$ cat config.mk
export PLATFORM = sky130hd
export DESIGN_NAME = laser_line_row_centroid_unit
export DESIGN_NICKNAME = d
export VERILOG_FILES = /design/src/llrc_pkg.sv /design/src/llrc_front.sv /design/src/llrc_queue.sv /design/src/llrc_back.sv /design/src/laser_line_row_centroid_unit.sv
export SDC_FILE = /design/constraint.sdc
export NUM_CORES = 1
export LEC_CHECK = 0
export ABC_CLOCK_PERIOD_IN_PS = 7050
export BUFFER_PORTS_ARGS = -buffer_cell sky130_fd_sc_hd__buf_4
export CORE_ASPECT_RATIO = 1.75
export CORE_MARGIN = 3
export CORE_UTILIZATION = 45
export DETAILED_ROUTE_END_ITERATION = 10
export GPL_ROUTABILITY_DRIVEN = 0
export GPL_TIMING_DRIVEN = 1
export PLACE_DENSITY = 0.61
export SETUP_SLACK_MARGIN = 0.5
export SYNTH_ARGS = -nofsm -noshare
export SYNTH_HDL_FRONTEND = slang
export SYNTH_SLANG_ARGS = --single-unit
$ cat constraint.sdc
create_clock -name clock -period 7.05 [get_ports clock]
set_input_delay 1.0575 -clock clock [delete_from_list [all_inputs] [get_ports clock]]
set_output_delay 1.0575 -clock clock [all_outputs]
set_load 0.03 [all_outputs]
$ cat src/llrc_pkg.sv
// ----------------------------------------------------------------------------
// llrc_pkg - shared types and constants for the laser line row centroid unit
// Payload words, configuration word, register indexes and divider states.
// ----------------------------------------------------------------------------
package llrc_pkg;

   // Image geometry
   localparam int MAX_WIDTH = 2048;
   localparam int COL_W     = $clog2(MAX_WIDTH);       // column inside the image
   localparam int CNT_W     = $clog2(2 * MAX_WIDTH);   // saturating column counter
   localparam logic [CNT_W-1:0] COL_MAX   = CNT_W'(2 * MAX_WIDTH - 1);
   localparam logic [CNT_W-1:0] WIDTH_CAP = CNT_W'(MAX_WIDTH);

   // Field widths
   localparam int PIX_W = 8;
   localparam int LEN_W = 6;
   localparam int WIN_W = 12;
   localparam int POS_W = COL_W + PIX_W;               // 11.8 fixed point

   // Configuration port
   localparam int CSR_IDX_W  = 3;
   localparam int CSR_DATA_W = 12;

   localparam logic [CSR_IDX_W-1:0] CSR_THRESHOLD    = 3'd0;
   localparam logic [CSR_IDX_W-1:0] CSR_MIN_LENGTH   = 3'd1;
   localparam logic [CSR_IDX_W-1:0] CSR_MAX_LENGTH   = 3'd2;
   localparam logic [CSR_IDX_W-1:0] CSR_WINDOW_START = 3'd3;
   localparam logic [CSR_IDX_W-1:0] CSR_WINDOW_END   = 3'd4;

   localparam logic [PIX_W-1:0] RST_THRESHOLD    = 8'd40;
   localparam logic [LEN_W-1:0] RST_MIN_LENGTH   = 6'd5;
   localparam logic [LEN_W-1:0] RST_MAX_LENGTH   = 6'd30;
   localparam logic [WIN_W-1:0] RST_WINDOW_START = 12'd0;
   localparam logic [WIN_W-1:0] RST_WINDOW_END   = 12'd2048;

   typedef struct packed {
      logic [PIX_W-1:0] intensity;
      logic             last_in_row;
   } llrc_req_type;

   typedef struct packed {
      logic             line_found;
      logic [POS_W-1:0] line_position;
   } llrc_rsp_type;

   typedef struct packed {
      logic [PIX_W-1:0] intensity_threshold;
      logic [LEN_W-1:0] min_length;
      logic [LEN_W-1:0] max_length;
      logic [WIN_W-1:0] window_start;
      logic [WIN_W-1:0] window_end;
   } llrc_cfg_type;

   typedef enum logic [1:0] {
      DIV_IDLE,
      DIV_RUN,
      DIV_DONE
   } llrc_div_state_type;

endpackage

$ cat src/llrc_front.sv
// ----------------------------------------------------------------------------
// llrc_front - pixel scanner
// Counts columns, tracks bright runs inside the window and emits one row
// record (found flag, held sums) on the last pixel of each row.
// ----------------------------------------------------------------------------
module llrc_front #(
   parameter int RUN_COUNT_LIMIT = 63,
   parameter int RUN_W   = $clog2(RUN_COUNT_LIMIT + 1),
   parameter int IW      = llrc_pkg::PIX_W + RUN_W,
   parameter int SW      = llrc_pkg::COL_W + llrc_pkg::PIX_W + RUN_W,
   parameter int ENTRY_W = 1 + SW + IW
) (
   input  logic                  clock,
   input  logic                  reset,
   input  logic                  pix_accept,
   input  llrc_pkg::llrc_req_type pix,
   input  llrc_pkg::llrc_cfg_type cfg,
   output logic                  push,
   output logic [ENTRY_W-1:0]    push_data
);

   localparam int CMP_W  = (RUN_W > llrc_pkg::LEN_W) ? RUN_W : llrc_pkg::LEN_W;
   localparam int PROD_W = llrc_pkg::COL_W + llrc_pkg::PIX_W;

   logic [llrc_pkg::CNT_W-1:0] col_ff, col_in;
   logic                       in_run_ff, in_run_in;
   logic [SW-1:0]              wsum_ff, wsum_in;
   logic [IW-1:0]              isum_ff, isum_in;
   logic [RUN_W-1:0]           run_ff, run_in;
   logic                       found_ff, found_in;
   logic [SW-1:0]              held_sum_ff, held_sum_in;
   logic [IW-1:0]              held_w_ff, held_w_in;

   logic [llrc_pkg::CNT_W-1:0] wend;
   logic                       in_window;
   logic                       lit;
   logic                       qualifies;
   logic [PROD_W-1:0]          prod;

   assign wend = (cfg.window_end > llrc_pkg::WIDTH_CAP) ? llrc_pkg::WIDTH_CAP : cfg.window_end;
   assign in_window = (col_ff >= cfg.window_start) && (col_ff < wend) && !found_ff;
   assign lit = pix.intensity >= cfg.intensity_threshold;
   assign prod = col_ff[llrc_pkg::COL_W-1:0] * pix.intensity;
   assign qualifies = (CMP_W'(run_ff) > CMP_W'(cfg.min_length)) &&
                      (CMP_W'(run_ff) < CMP_W'(cfg.max_length));

   always_comb begin
      col_in      = col_ff;
      in_run_in   = in_run_ff;
      wsum_in     = wsum_ff;
      isum_in     = isum_ff;
      run_in      = run_ff;
      found_in    = found_ff;
      held_sum_in = held_sum_ff;
      held_w_in   = held_w_ff;
      push        = 1'b0;
      push_data   = '0;

      if (pix_accept) begin
         if (in_window && lit) begin
            in_run_in = 1'b1;
            // count saturates, sums freeze with it
            if (run_ff < RUN_W'(RUN_COUNT_LIMIT)) begin
               wsum_in = wsum_ff + SW'(prod);
               isum_in = isum_ff + IW'(pix.intensity);
               run_in  = run_ff + 1'b1;
            end
         end else begin
            if (in_window && in_run_ff && qualifies) begin
               found_in    = 1'b1;
               held_sum_in = wsum_ff;
               held_w_in   = isum_ff;
            end
            // drop the run: ended, left the window, or nothing open
            in_run_in = 1'b0;
            wsum_in   = '0;
            isum_in   = '0;
            run_in    = '0;
         end

         if (col_ff < llrc_pkg::COL_MAX) begin
            col_in = col_ff + 1'b1;
         end

         if (pix.last_in_row) begin
            push      = 1'b1;
            push_data = {found_in, held_sum_in, held_w_in};
            col_in      = '0;
            in_run_in   = 1'b0;
            wsum_in     = '0;
            isum_in     = '0;
            run_in      = '0;
            found_in    = 1'b0;
            held_sum_in = '0;
            held_w_in   = '0;
         end
      end
   end

   always_ff @(posedge clock) begin
      if (reset) begin
         col_ff      <= '0;
         in_run_ff   <= 1'b0;
         wsum_ff     <= '0;
         isum_ff     <= '0;
         run_ff      <= '0;
         found_ff    <= 1'b0;
         held_sum_ff <= '0;
         held_w_ff   <= '0;
      end else begin
         col_ff      <= col_in;
         in_run_ff   <= in_run_in;
         wsum_ff     <= wsum_in;
         isum_ff     <= isum_in;
         run_ff      <= run_in;
         found_ff    <= found_in;
         held_sum_ff <= held_sum_in;
         held_w_ff   <= held_w_in;
      end
   end

endmodule

$ cat src/llrc_queue.sv
// ----------------------------------------------------------------------------
// llrc_queue - short row record queue
// Register FIFO between the scanner and the divider.
// ----------------------------------------------------------------------------
module llrc_queue #(
   parameter int WIDTH = 40,
   parameter int DEPTH = 2
) (
   input  logic             clock,
   input  logic             reset,
   input  logic             push,
   input  logic [WIDTH-1:0] push_data,
   input  logic             pop,
   output logic [WIDTH-1:0] head,
   output logic             full,
   output logic             empty
);

   localparam int AW = (DEPTH > 1) ? $clog2(DEPTH) : 1;
   localparam int NW = $clog2(DEPTH + 1);

   logic [WIDTH-1:0] entry_ff [DEPTH];
   logic [AW-1:0]    wr_ff, wr_in;
   logic [AW-1:0]    rd_ff, rd_in;
   logic [NW-1:0]    count_ff, count_in;
   logic             do_push, do_pop;

   assign full    = count_ff == NW'(DEPTH);
   assign empty   = count_ff == '0;
   assign do_push = push && !full;
   assign do_pop  = pop && !empty;
   assign head    = entry_ff[rd_ff];

   always_comb begin
      wr_in    = wr_ff;
      rd_in    = rd_ff;
      count_in = count_ff;
      if (do_push) begin
         wr_in = (wr_ff == AW'(DEPTH - 1)) ? '0 : wr_ff + 1'b1;
      end
      if (do_pop) begin
         rd_in = (rd_ff == AW'(DEPTH - 1)) ? '0 : rd_ff + 1'b1;
      end
      if (do_push && !do_pop) begin
         count_in = count_ff + 1'b1;
      end else if (do_pop && !do_push) begin
         count_in = count_ff - 1'b1;
      end
   end

   always_ff @(posedge clock) begin
      if (reset) begin
         wr_ff    <= '0;
         rd_ff    <= '0;
         count_ff <= '0;
      end else begin
         wr_ff    <= wr_in;
         rd_ff    <= rd_in;
         count_ff <= count_in;
      end
   end

   always_ff @(posedge clock) begin
      if (do_push) begin
         entry_ff[wr_ff] <= push_data;
      end
   end

endmodule

$ cat src/llrc_back.sv
// ----------------------------------------------------------------------------
// llrc_back - centroid divider and result register
// Restoring divide, one quotient bit a cycle, then holds the result word.
// ----------------------------------------------------------------------------
module llrc_back #(
   parameter int RUN_COUNT_LIMIT = 63,
   parameter int RUN_W   = $clog2(RUN_COUNT_LIMIT + 1),
   parameter int IW      = llrc_pkg::PIX_W + RUN_W,
   parameter int SW      = llrc_pkg::COL_W + llrc_pkg::PIX_W + RUN_W,
   parameter int ENTRY_W = 1 + SW + IW
) (
   input  logic                   clock,
   input  logic                   reset,
   input  logic                   q_empty,
   input  logic [ENTRY_W-1:0]     q_head,
   output logic                   q_pop,
   output logic                   rsp_valid,
   input  logic                   rsp_ready,
   output llrc_pkg::llrc_rsp_type rsp_data
);

   localparam int QW = llrc_pkg::POS_W;
   localparam int KW = $clog2(QW);

   llrc_pkg::llrc_div_state_type state_ff, state_in;

   logic [IW-1:0] rem_ff, rem_in;
   logic [QW-1:0] quo_ff, quo_in;     // dividend low bits shift out, quotient shifts in
   logic [IW-1:0] div_ff, div_in;
   logic          found_ff, found_in;
   logic [KW-1:0] step_ff, step_in;
   logic          out_valid_ff, out_valid_in;
   llrc_pkg::llrc_rsp_type out_ff, out_in;

   logic          head_found;
   logic [SW-1:0] head_sum;
   logic [IW-1:0] head_w;
   logic [IW:0]   trial;
   logic [IW:0]   diff;
   logic          take;

   assign {head_found, head_sum, head_w} = q_head;
   assign trial = {rem_ff, quo_ff[QW-1]};
   assign diff  = trial - {1'b0, div_ff};
   assign take  = trial >= {1'b0, div_ff};

   assign rsp_valid = out_valid_ff;
   assign rsp_data  = out_ff;

   always_comb begin
      state_in     = state_ff;
      rem_in       = rem_ff;
      quo_in       = quo_ff;
      div_in       = div_ff;
      found_in     = found_ff;
      step_in      = step_ff;
      out_valid_in = out_valid_ff;
      out_in       = out_ff;
      q_pop        = 1'b0;

      if (out_valid_ff && rsp_ready) begin
         out_valid_in = 1'b0;
      end

      unique case (state_ff)
         llrc_pkg::DIV_IDLE: begin
            if (!q_empty) begin
               q_pop    = 1'b1;
               found_in = head_found;
               div_in   = head_w;
               step_in  = KW'(QW - 1);
               if (head_found && head_w != '0) begin
                  rem_in   = head_sum[SW-1:llrc_pkg::COL_W];
                  quo_in   = {head_sum[llrc_pkg::COL_W-1:0], {llrc_pkg::PIX_W{1'b0}}};
                  state_in = llrc_pkg::DIV_RUN;
               end else begin
                  rem_in   = '0;
                  quo_in   = '0;
                  state_in = llrc_pkg::DIV_DONE;
               end
            end
         end
         llrc_pkg::DIV_RUN: begin
            rem_in = take ? diff[IW-1:0] : trial[IW-1:0];
            quo_in = {quo_ff[QW-2:0], take};
            if (step_ff == '0) begin
               state_in = llrc_pkg::DIV_DONE;
            end else begin
               step_in = step_ff - 1'b1;
            end
         end
         llrc_pkg::DIV_DONE: begin
            // hold until the result register is free
            if (!out_valid_ff || rsp_ready) begin
               out_valid_in         = 1'b1;
               out_in.line_found    = found_ff;
               out_in.line_position = found_ff ? quo_ff : '0;
               state_in             = llrc_pkg::DIV_IDLE;
            end
         end
         default: begin
            state_in = llrc_pkg::DIV_IDLE;
         end
      endcase
   end

   always_ff @(posedge clock) begin
      if (reset) begin
         state_ff     <= llrc_pkg::DIV_IDLE;
         out_valid_ff <= 1'b0;
      end else begin
         state_ff     <= state_in;
         out_valid_ff <= out_valid_in;
      end
   end

   always_ff @(posedge clock) begin
      rem_ff   <= rem_in;
      quo_ff   <= quo_in;
      div_ff   <= div_in;
      found_ff <= found_in;
      step_ff  <= step_in;
      out_ff   <= out_in;
   end

endmodule

$ cat src/laser_line_row_centroid_unit.sv
// ----------------------------------------------------------------------------
// laser_line_row_centroid_unit - laser line centroid per image row
// Latency: a row's result word passes the row queue, the centroid divider and
//    the result register on its way to rsp; a row with no line skips the divide.
// Throughput: one pixel word per cycle while the 2-entry row queue has room;
//    the shared 19-step centroid divider takes one row record at a time.
// Reset: synchronous; restores the registers (40, 5, 30, 0, 2048), clears row
//    state and the queue; no clearing pass, ready again the next cycle.
// ----------------------------------------------------------------------------
module laser_line_row_centroid_unit #(
   parameter int RUN_COUNT_LIMIT = 63
) (
   input  logic                                clock,
   input  logic                                reset,
   // pixel words
   input  logic                                req_valid,
   output logic                                req_ready,
   input  llrc_pkg::llrc_req_type              req_data,
   // row result words
   output logic                                rsp_valid,
   input  logic                                rsp_ready,
   output llrc_pkg::llrc_rsp_type              rsp_data,
   // register writes
   input  logic                                csr_we,
   input  logic [llrc_pkg::CSR_IDX_W-1:0]      csr_index,
   input  logic [llrc_pkg::CSR_DATA_W-1:0]     csr_wdata
);

   localparam int RUN_W   = $clog2(RUN_COUNT_LIMIT + 1);
   localparam int IW      = llrc_pkg::PIX_W + RUN_W;
   localparam int SW      = llrc_pkg::COL_W + llrc_pkg::PIX_W + RUN_W;
   localparam int ENTRY_W = 1 + SW + IW;
   localparam int Q_DEPTH = 2;

   llrc_pkg::llrc_cfg_type cfg_ff, cfg_in;

   logic               pix_accept;
   logic               push;
   logic [ENTRY_W-1:0] push_data;
   logic               q_pop;
   logic [ENTRY_W-1:0] q_head;
   logic               q_full;
   logic               q_empty;

   // Take a pixel whenever the row queue has room; only a row end pushes.
   assign req_ready  = !q_full;
   assign pix_accept = req_valid && req_ready;

   // Register file: writes to unknown indexes are dropped.
   always_comb begin
      cfg_in = cfg_ff;
      if (csr_we) begin
         unique case (csr_index)
            llrc_pkg::CSR_THRESHOLD:
               cfg_in.intensity_threshold = csr_wdata[llrc_pkg::PIX_W-1:0];
            llrc_pkg::CSR_MIN_LENGTH:
               cfg_in.min_length = csr_wdata[llrc_pkg::LEN_W-1:0];
            llrc_pkg::CSR_MAX_LENGTH:
               cfg_in.max_length = csr_wdata[llrc_pkg::LEN_W-1:0];
            llrc_pkg::CSR_WINDOW_START:
               cfg_in.window_start = csr_wdata[llrc_pkg::WIN_W-1:0];
            llrc_pkg::CSR_WINDOW_END:
               cfg_in.window_end = csr_wdata[llrc_pkg::WIN_W-1:0];
            default: begin
            end
         endcase
      end
   end

   always_ff @(posedge clock) begin
      if (reset) begin
         cfg_ff.intensity_threshold <= llrc_pkg::RST_THRESHOLD;
         cfg_ff.min_length          <= llrc_pkg::RST_MIN_LENGTH;
         cfg_ff.max_length          <= llrc_pkg::RST_MAX_LENGTH;
         cfg_ff.window_start        <= llrc_pkg::RST_WINDOW_START;
         cfg_ff.window_end          <= llrc_pkg::RST_WINDOW_END;
      end else begin
         cfg_ff <= cfg_in;
      end
   end

   // Front: scan pixels, build one record per row.
   llrc_front #(
      .RUN_COUNT_LIMIT (RUN_COUNT_LIMIT)
   ) u_front (
      .clock      (clock),
      .reset      (reset),
      .pix_accept (pix_accept),
      .pix        (req_data),
      .cfg        (cfg_ff),
      .push       (push),
      .push_data  (push_data)
   );

   // Queue: decouple the scanner from the divider.
   llrc_queue #(
      .WIDTH (ENTRY_W),
      .DEPTH (Q_DEPTH)
   ) u_queue (
      .clock     (clock),
      .reset     (reset),
      .push      (push),
      .push_data (push_data),
      .pop       (q_pop),
      .head      (q_head),
      .full      (q_full),
      .empty     (q_empty)
   );

   // Back: divide held sums and drive the result word.
   llrc_back #(
      .RUN_COUNT_LIMIT (RUN_COUNT_LIMIT)
   ) u_back (
      .clock     (clock),
      .reset     (reset),
      .q_empty   (q_empty),
      .q_head    (q_head),
      .q_pop     (q_pop),
      .rsp_valid (rsp_valid),
      .rsp_ready (rsp_ready),
      .rsp_data  (rsp_data)
   );

endmodule

==> summary.txt, run 1 <==
N_diodes - 0
# nets final - 1983
Vias in the first global route - 13100
Final std cells w/o fill - 2277
Mux cell area share after synthesis - 3.67%
Routed WL - 42.5 mm
Final ANT Viol Nets - 0
Clock root cell - clkbuf_16
Height of the die - 269 um
Clock Skew - 0.0123 ns
Worst-path clk slew - 0.07 ns
Hold_buf cts - 0
CTS tree - yes
Tmin final - 5.59 ns
Yosys reg bits - 303
Synth Area in Simple Gates - 14.3%
Vias per cell - 5.67
Crit. End Element - flip-flop
VDD IR max - 0.180 mV
Vias - 12900
Port Buf Inserts - 50
Ys flop type - edfxtp_1
Initial antenna violation count - 0
Drt wl/cell - 18.7 um
Core Region - 0.0386 mm2
Fin area - 0.0195 mm2
Die area - 0.0419 mm2
Post-Synthesis Cells - 1761
HP Class - flip-flop to flip-flop
Drt initial violations - 546
Dpl hpwl - 32.3 mm
Initial Util - 45.9%
Largest net degree at the start of global routing - 59
H-tree levels - 1
Status - complete, no violations
Post-synth EDFFs - 153
YS warnings - 0
Synthesized area per cell - 10.1 um2
Maximum clock frequency - 0.179 GHz
Sequential area share after synthesis - 42.9%
Setup bufs post-CTS - 0
Final setup vio count - 0
DRC - 0
Syn_nets - 1975
Share of layout cells above drive strength 1 - 8.65%
Relative slew slack - 22.2%
Clock Sink Count - 303
Total GRT Usage - 20.4%
Yosys cell types - 68
Startpoint Class - flip-flop
Synth-to-layout area growth - 10.1%
Post-CTS sizing - 0
Async set-or-reset flop fraction in the synthesized netlist - 0%
Main combinational cell family by area after synthesis - adder cells
First-pass GRT wire length - 68.9 mm
Crit share post-route - 79.3%
TritonCTS Buffers - 29
Power density over the cells - 278 mW/mm2
Fin util - 50.5%
Post-synthesis compound-gate area fraction - 15.0%
Setup tns final - 0 ns
Total congestion overflow - 0
Adder-cell share of the synthesized area - 16.2%
Pleak - 0.00781 uW
CP max FO - 15
Die Wd - 156 um
Fillers - 3528
Least-Margin Pin Slew - 1.17 ns
Cell count after placement - 2223
Mapped Area - 0.0177 mm2
Endpoint arrival time on the critical path - 6.05 ns
CP required - 7.51 ns
Std cell rows - 95
CTS max path bufs - 3
Xor-xnor portion of the synthesized cell area - 1.83%
Max Cap Viol - 0
Area after DPL - 0.0186 mm2
Hold Vio Cnt, Final - 0
WS Path Type - flip-flop to flip-flop
RSZ-0062 raised after global routing - false
TritonRoute pass-1 iters - 5
Clock Latency Late Sink - 0.57 ns
Final Worst Setup Slack - 1.46 ns
Max Slew Vio Count - 0
Ports - 51
Setup WS pre-CTS - 1.09 ns
power by group:
group / total, uW / switching (uW) / internal [uW]
Clock: 1540 / 669 / 870
Sequential: 2310 / 125 / 2180
Combinational: 1580 / 972 / 608
kinds of logic (layout without fill, tap and decap cells):
logic type	count (synthesis)	after routing
and+or+nand+nor	501	501
AOI/OAI and AO/OA	387	387
DFF	303	303
buffers and inverters	285	316
adders and majority gates	185	185
muxes	63	63
xor gates and xnor gates	37	37
flip-flops by register name, summed over array words and instances (netlist names), 12 cells and up, named ones only:
register / flops
u_back.div_ff: 14
u_front.wsum_ff: 25
u_front.held_sum_ff: 25
u_front.held_w_ff: 14
u_queue.entry_ff: 80
u_back.quo_ff: 19
u_back.rsp_data: 20
u_back.rem_ff: 14
u_front.col_ff: 12
u_front.isum_ff: 14
cfg_ff: 44
worst max-delay path, stage by stage (launching register included):
cell	delay (ns)
dfxtp_1	0.79
and2_1	0.24
fa_1	0.44
fa_1	0.52
fa_1	0.55
inv_1	0.06
fa_1	0.54
inv_1	0.05
ha_1	0.35
a2111oi_0	0.42
o21ai_0	0.27
and4_1	0.27
o41ai_1	0.44
o21ai_0	0.17
xor2_1	0.16
a22o_1	0.19
layout by cell type, fill, tap and decap left out, types with 27 or more instances in the layout:
cell type / n
edfxtp_1: 153
nor2_1: 70
nand2_1: 167
dfxtp_1: 149
o31ai_1: 61
nand4_1: 48
a21oi_1: 113
and2_1: 83
buf_4: 73
nor3_1: 27
mux2i_1: 47
a22o_1: 62
ha_1: 112
o21ai_0: 35
fa_1: 73
inv_1: 189
clkbuf_16: 29
layer usage:
metal	global-route usage (%)	routed length [um]	vias to the layer above
met1	22.3	16200	6244
met5	0	0	-
met4	9.25	2010	0
met2	39.2	22900	301
met3	1.91	1390	99
li1	-	-	6264
worst paths after layout:
path | start | end | slack [ns] | cells after the start
setup / recovery | u_front.col_ff[4] | u_front.wsum_ff[16] | 1.46 | 15
hold / removal | cfg_ff[6] | cfg_ff[6] | 0.45 | 2
setup reg to reg | u_front.col_ff[4] | u_front.wsum_ff[16] | 1.46 | 15
hold reg to reg | cfg_ff[6] | cfg_ff[6] | 0.45 | 2
cell usage after synthesis, types with 3 or more instances:
cell type    n  area [um2]
a211oi_1     5        37.5
a21o_1      16         120
a21oi_1    115         576
a22o_1      62         543
a31oi_1      7        43.8
a41o_1       3        30.0
and2_1      83         519
and3_1      12        75.1
and4_1       4        35.0
buf_1        5        18.8
buf_2        8        40.0
clkbuf_1    81         304
dfxtp_1    150        3000
edfxtp_1   153        4590
fa_1        73        1460
ha_1       112        1400
inv_1      189         709
mux2_2      16         180
mux2i_1     47         470
nand2_1    167         627
nand2b_1    15        93.8
nand3_1     25         125
nand4_1     48         300
nor2_1      72         270
nor2b_1      8        50.1
nor3_1      27         135
nor4_1       9        56.3
o2111a_1     3        33.8
o211ai_1    12        90.1
o21a_1      12        90.1
o21ai_0     35         175
o21ai_1      4        20.0
o21bai_1     4        30.0
o221a_2      5        56.3
o22ai_1     10        62.6
o31a_1       4        35.0
o31ai_1     62         465
or3_1       11        68.8
or4_1       10        75.1
xnor2_1     23         201
xor2_1      14         123
per-stage QoR:
step | total power (uW) | hold slack (ns)
after global placement | 3890 | 0.443
after global routing | 5720 | 0.475
final | 5420 | 0.454
after CTS | 5470 | 0.457
after detailed placement | 3930 | 0.448
after floorplan | 3470 | 0.431
final cells by class:
class / instances / area, um2 / share of cell area, %
Inverter: 189 / 709 / 3.64
Tap cell: 485 / 607 / 3.11
Timing Repair Buffer: 73 / 548 / 2.81
Sequential cell: 303 / 7600 / 39.0
Multi-Input combinational cell: 1173 / 9100 / 46.6
Clock buffer: 39 / 793 / 4.07
Clock inverter: 15 / 154 / 0.789
No activity file was read; power rests on OpenSTA's default activity.
==> run 2, diff against run 1 <==
ABC_CLOCK_PERIOD_IN_PS = 5500   (was 7050)
clock period = 5.5 ns   (was 7.05 ns; I/O delays follow)
==> run 2 against run 1 <==
Sequential power up 29%. Via count is 1.3% higher. Setup slack got worse by 0.74 ns. Count of clock-buffer cells in the layout fell by 4. Critical endpoint is now u_front.wsum_ff[21]. Combinational power up 27%. Routed wire length rose by 0.37%.
==> summary.txt, run 2 (synthesis gave the netlist of run 1 again) <==
Die area - 0.0419 mm2
Clock Sink Count - 303
Tmin final - 4.78 ns
Pleak - 0.00791 uW
TritonCTS Buffers - 29
Ports - 51
H-tree levels - 1
Initial Util - 45.9%
Largest net degree at the start of global routing - 59
Startpoint Class - flip-flop
Std cell rows - 95
Regs by FF count - u_queue.entry_ff (80), cfg_ff (44)
Hold endpoint - cfg_ff[21]
Maximum clock frequency - 0.209 GHz
N_diodes - 0
Initial antenna violation count - 0
HP Class - flip-flop to flip-flop
Setup tns final - 0 ns
Fillers - 3514
Setup slack, reg-to-reg - 0.72 ns
Hold Path Stages - 2
Hold Path Origin - cfg_ff[21]
WS Path Type - flip-flop to flip-flop
First-pass GRT wire length - 69.9 mm
Commonest non-fill, non-tap cell in the layout - inv_1
Setup bufs post-CTS - 0
WHS - 0.454 ns
Drt wl/cell - 18.6 um
CP required - 5.97 ns
VDD IR max - 0.269 mV
Endpoint arrival time on the critical path - 5.25 ns
Vias in the first global route - 13400
CTS max path bufs - 3
Worst-path clk slew - 0.07 ns
Footprint of the multi-input gates - 0.00924 mm2
Least-Margin Pin Slew - 1.21 ns
Status - complete, no violations
Largest reg by FF count - u_queue.entry_ff
Reg2Reg Capture Point - u_front.wsum_ff[21]
Vias - 13100
Crit share post-route - 86.8%
TritonRoute pass-1 iters - 5
Synth-to-layout area growth - 11.8%
R2R cell count - 16
Final setup vio count - 0
Commonest cells after routing, fill and taps aside - 185 x inv_1, 166 x nand2_1, 153 x edfxtp_1
Height of the die - 269 um
Die Wd - 156 um
Clock root cell - clkbuf_16
Crit. End Element - flip-flop
Sequential Area - 0.00761 mm2
RSZ-0062 raised after global routing - true
Total GRT Usage - 20.6%
Core Region - 0.0386 mm2
Total congestion overflow - 0
# nets final - 1996
Final ANT Viol Nets - 0
Share of layout cells above drive strength 1 - 11.6%
Dpl hpwl - 32.5 mm
Routed WL - 42.7 mm
Max FFs per register - 80
Vias per cell - 5.71
Hold Vio Cnt, Final - 0
CTS tree - yes
Port Buf Inserts - 50
Worst r2r src - u_front.col_ff[2]
CP max FO - 10
Clock Latency Late Sink - 0.58 ns
Drt initial violations - 565
Power density over the cells - 357 mW/mm2
DRC - 0
Max Cap Viol - 0
Relative slew slack - 18.8%
Clock Skew - 0.0382 ns
Max Slew Vio Count - 0
[run 2: routing by layer]
| layer | track usage (%) | part of all wire, % | up-vias |
|---|---|---|---|
| met3 | 1.70 | 2.7 | 101 |
| met4 | 8.43 | 4.5 | 0 |
| met2 | 40.4 | 55 | 245 |
| met1 | 22.3 | 38 | 6439 |
| li1 | - | - | 6294 |
| met5 | 0 | 0 | - |
[run 2: layout make-up]
type	instances	share of cell area, %
sequential	303	38.4
tap	485	3.06
clock inverter	19	1.14
inverter	189	3.58
multi-input combinational	1173	46.6
clock buffer	35	3.93
timing repair buffer	86	3.26
[run 2: worst max path at each step]
stage                            start                   to  slack [ns]
floorplan                  req_data[2]  u_front.wsum_ff[21]        0.52
global placement           req_data[8]  u_front.wsum_ff[22]        0.23
detailed placement         req_data[6]  u_front.wsum_ff[21]        0.17
CTS                  u_front.col_ff[2]  u_front.wsum_ff[21]        0.54
global route        u_front.wsum_ff[9]  u_front.wsum_ff[21]        0.50
finish               u_front.col_ff[2]  u_front.wsum_ff[21]        0.72
[run 2: metrics by stage]
stage / utilization (%) / power [uW] / cells / instance area [um2] / setup slack, ns
4_1_cts: 51.2 / 7160 / 2290 / 19800 / 0.541
6_report: 51.3 / 7080 / 2290 / 19800 / 0.724
2_1_floorplan: - / 4450 / 1761 / 17900 / 0.516
5_1_grt: 51.3 / 7470 / 2290 / 19800 / 0.496
3_3_place_gp: 48.6 / 5000 / 2236 / 18800 / 0.228
3_5_place_dp: 48.6 / 5050 / 2236 / 18800 / 0.174
[run 2: power breakdown]
part	total (uW)	switching, uW	internal [uW]
Combinational	2000	1220	785
Clock	2090	886	1210
Sequential	2990	192	2790
Total	7080	2300	4790
[run 2: critical path: stages (launching register included)]
cell     delay [ns]
dfxtp_2        0.45
nand2_1        0.11
fa_1           0.51
fa_1           0.52
inv_1          0.05
fa_1           0.54
inv_1          0.05
fa_1           0.49
inv_2          0.05
ha_4           0.27
o21ai_1        0.08
o21ai_1        0.25
a41oi_2        0.20
o31ai_2        0.30
a31oi_1        0.16
or4_1          0.51
a21oi_1        0.12
[run 2: what timing repair did]
action	4_1_cts	5_1_grt
setup endpoints to repair	3	9
hold buffers	0	0
resized for setup	2	11
cloned	0	0
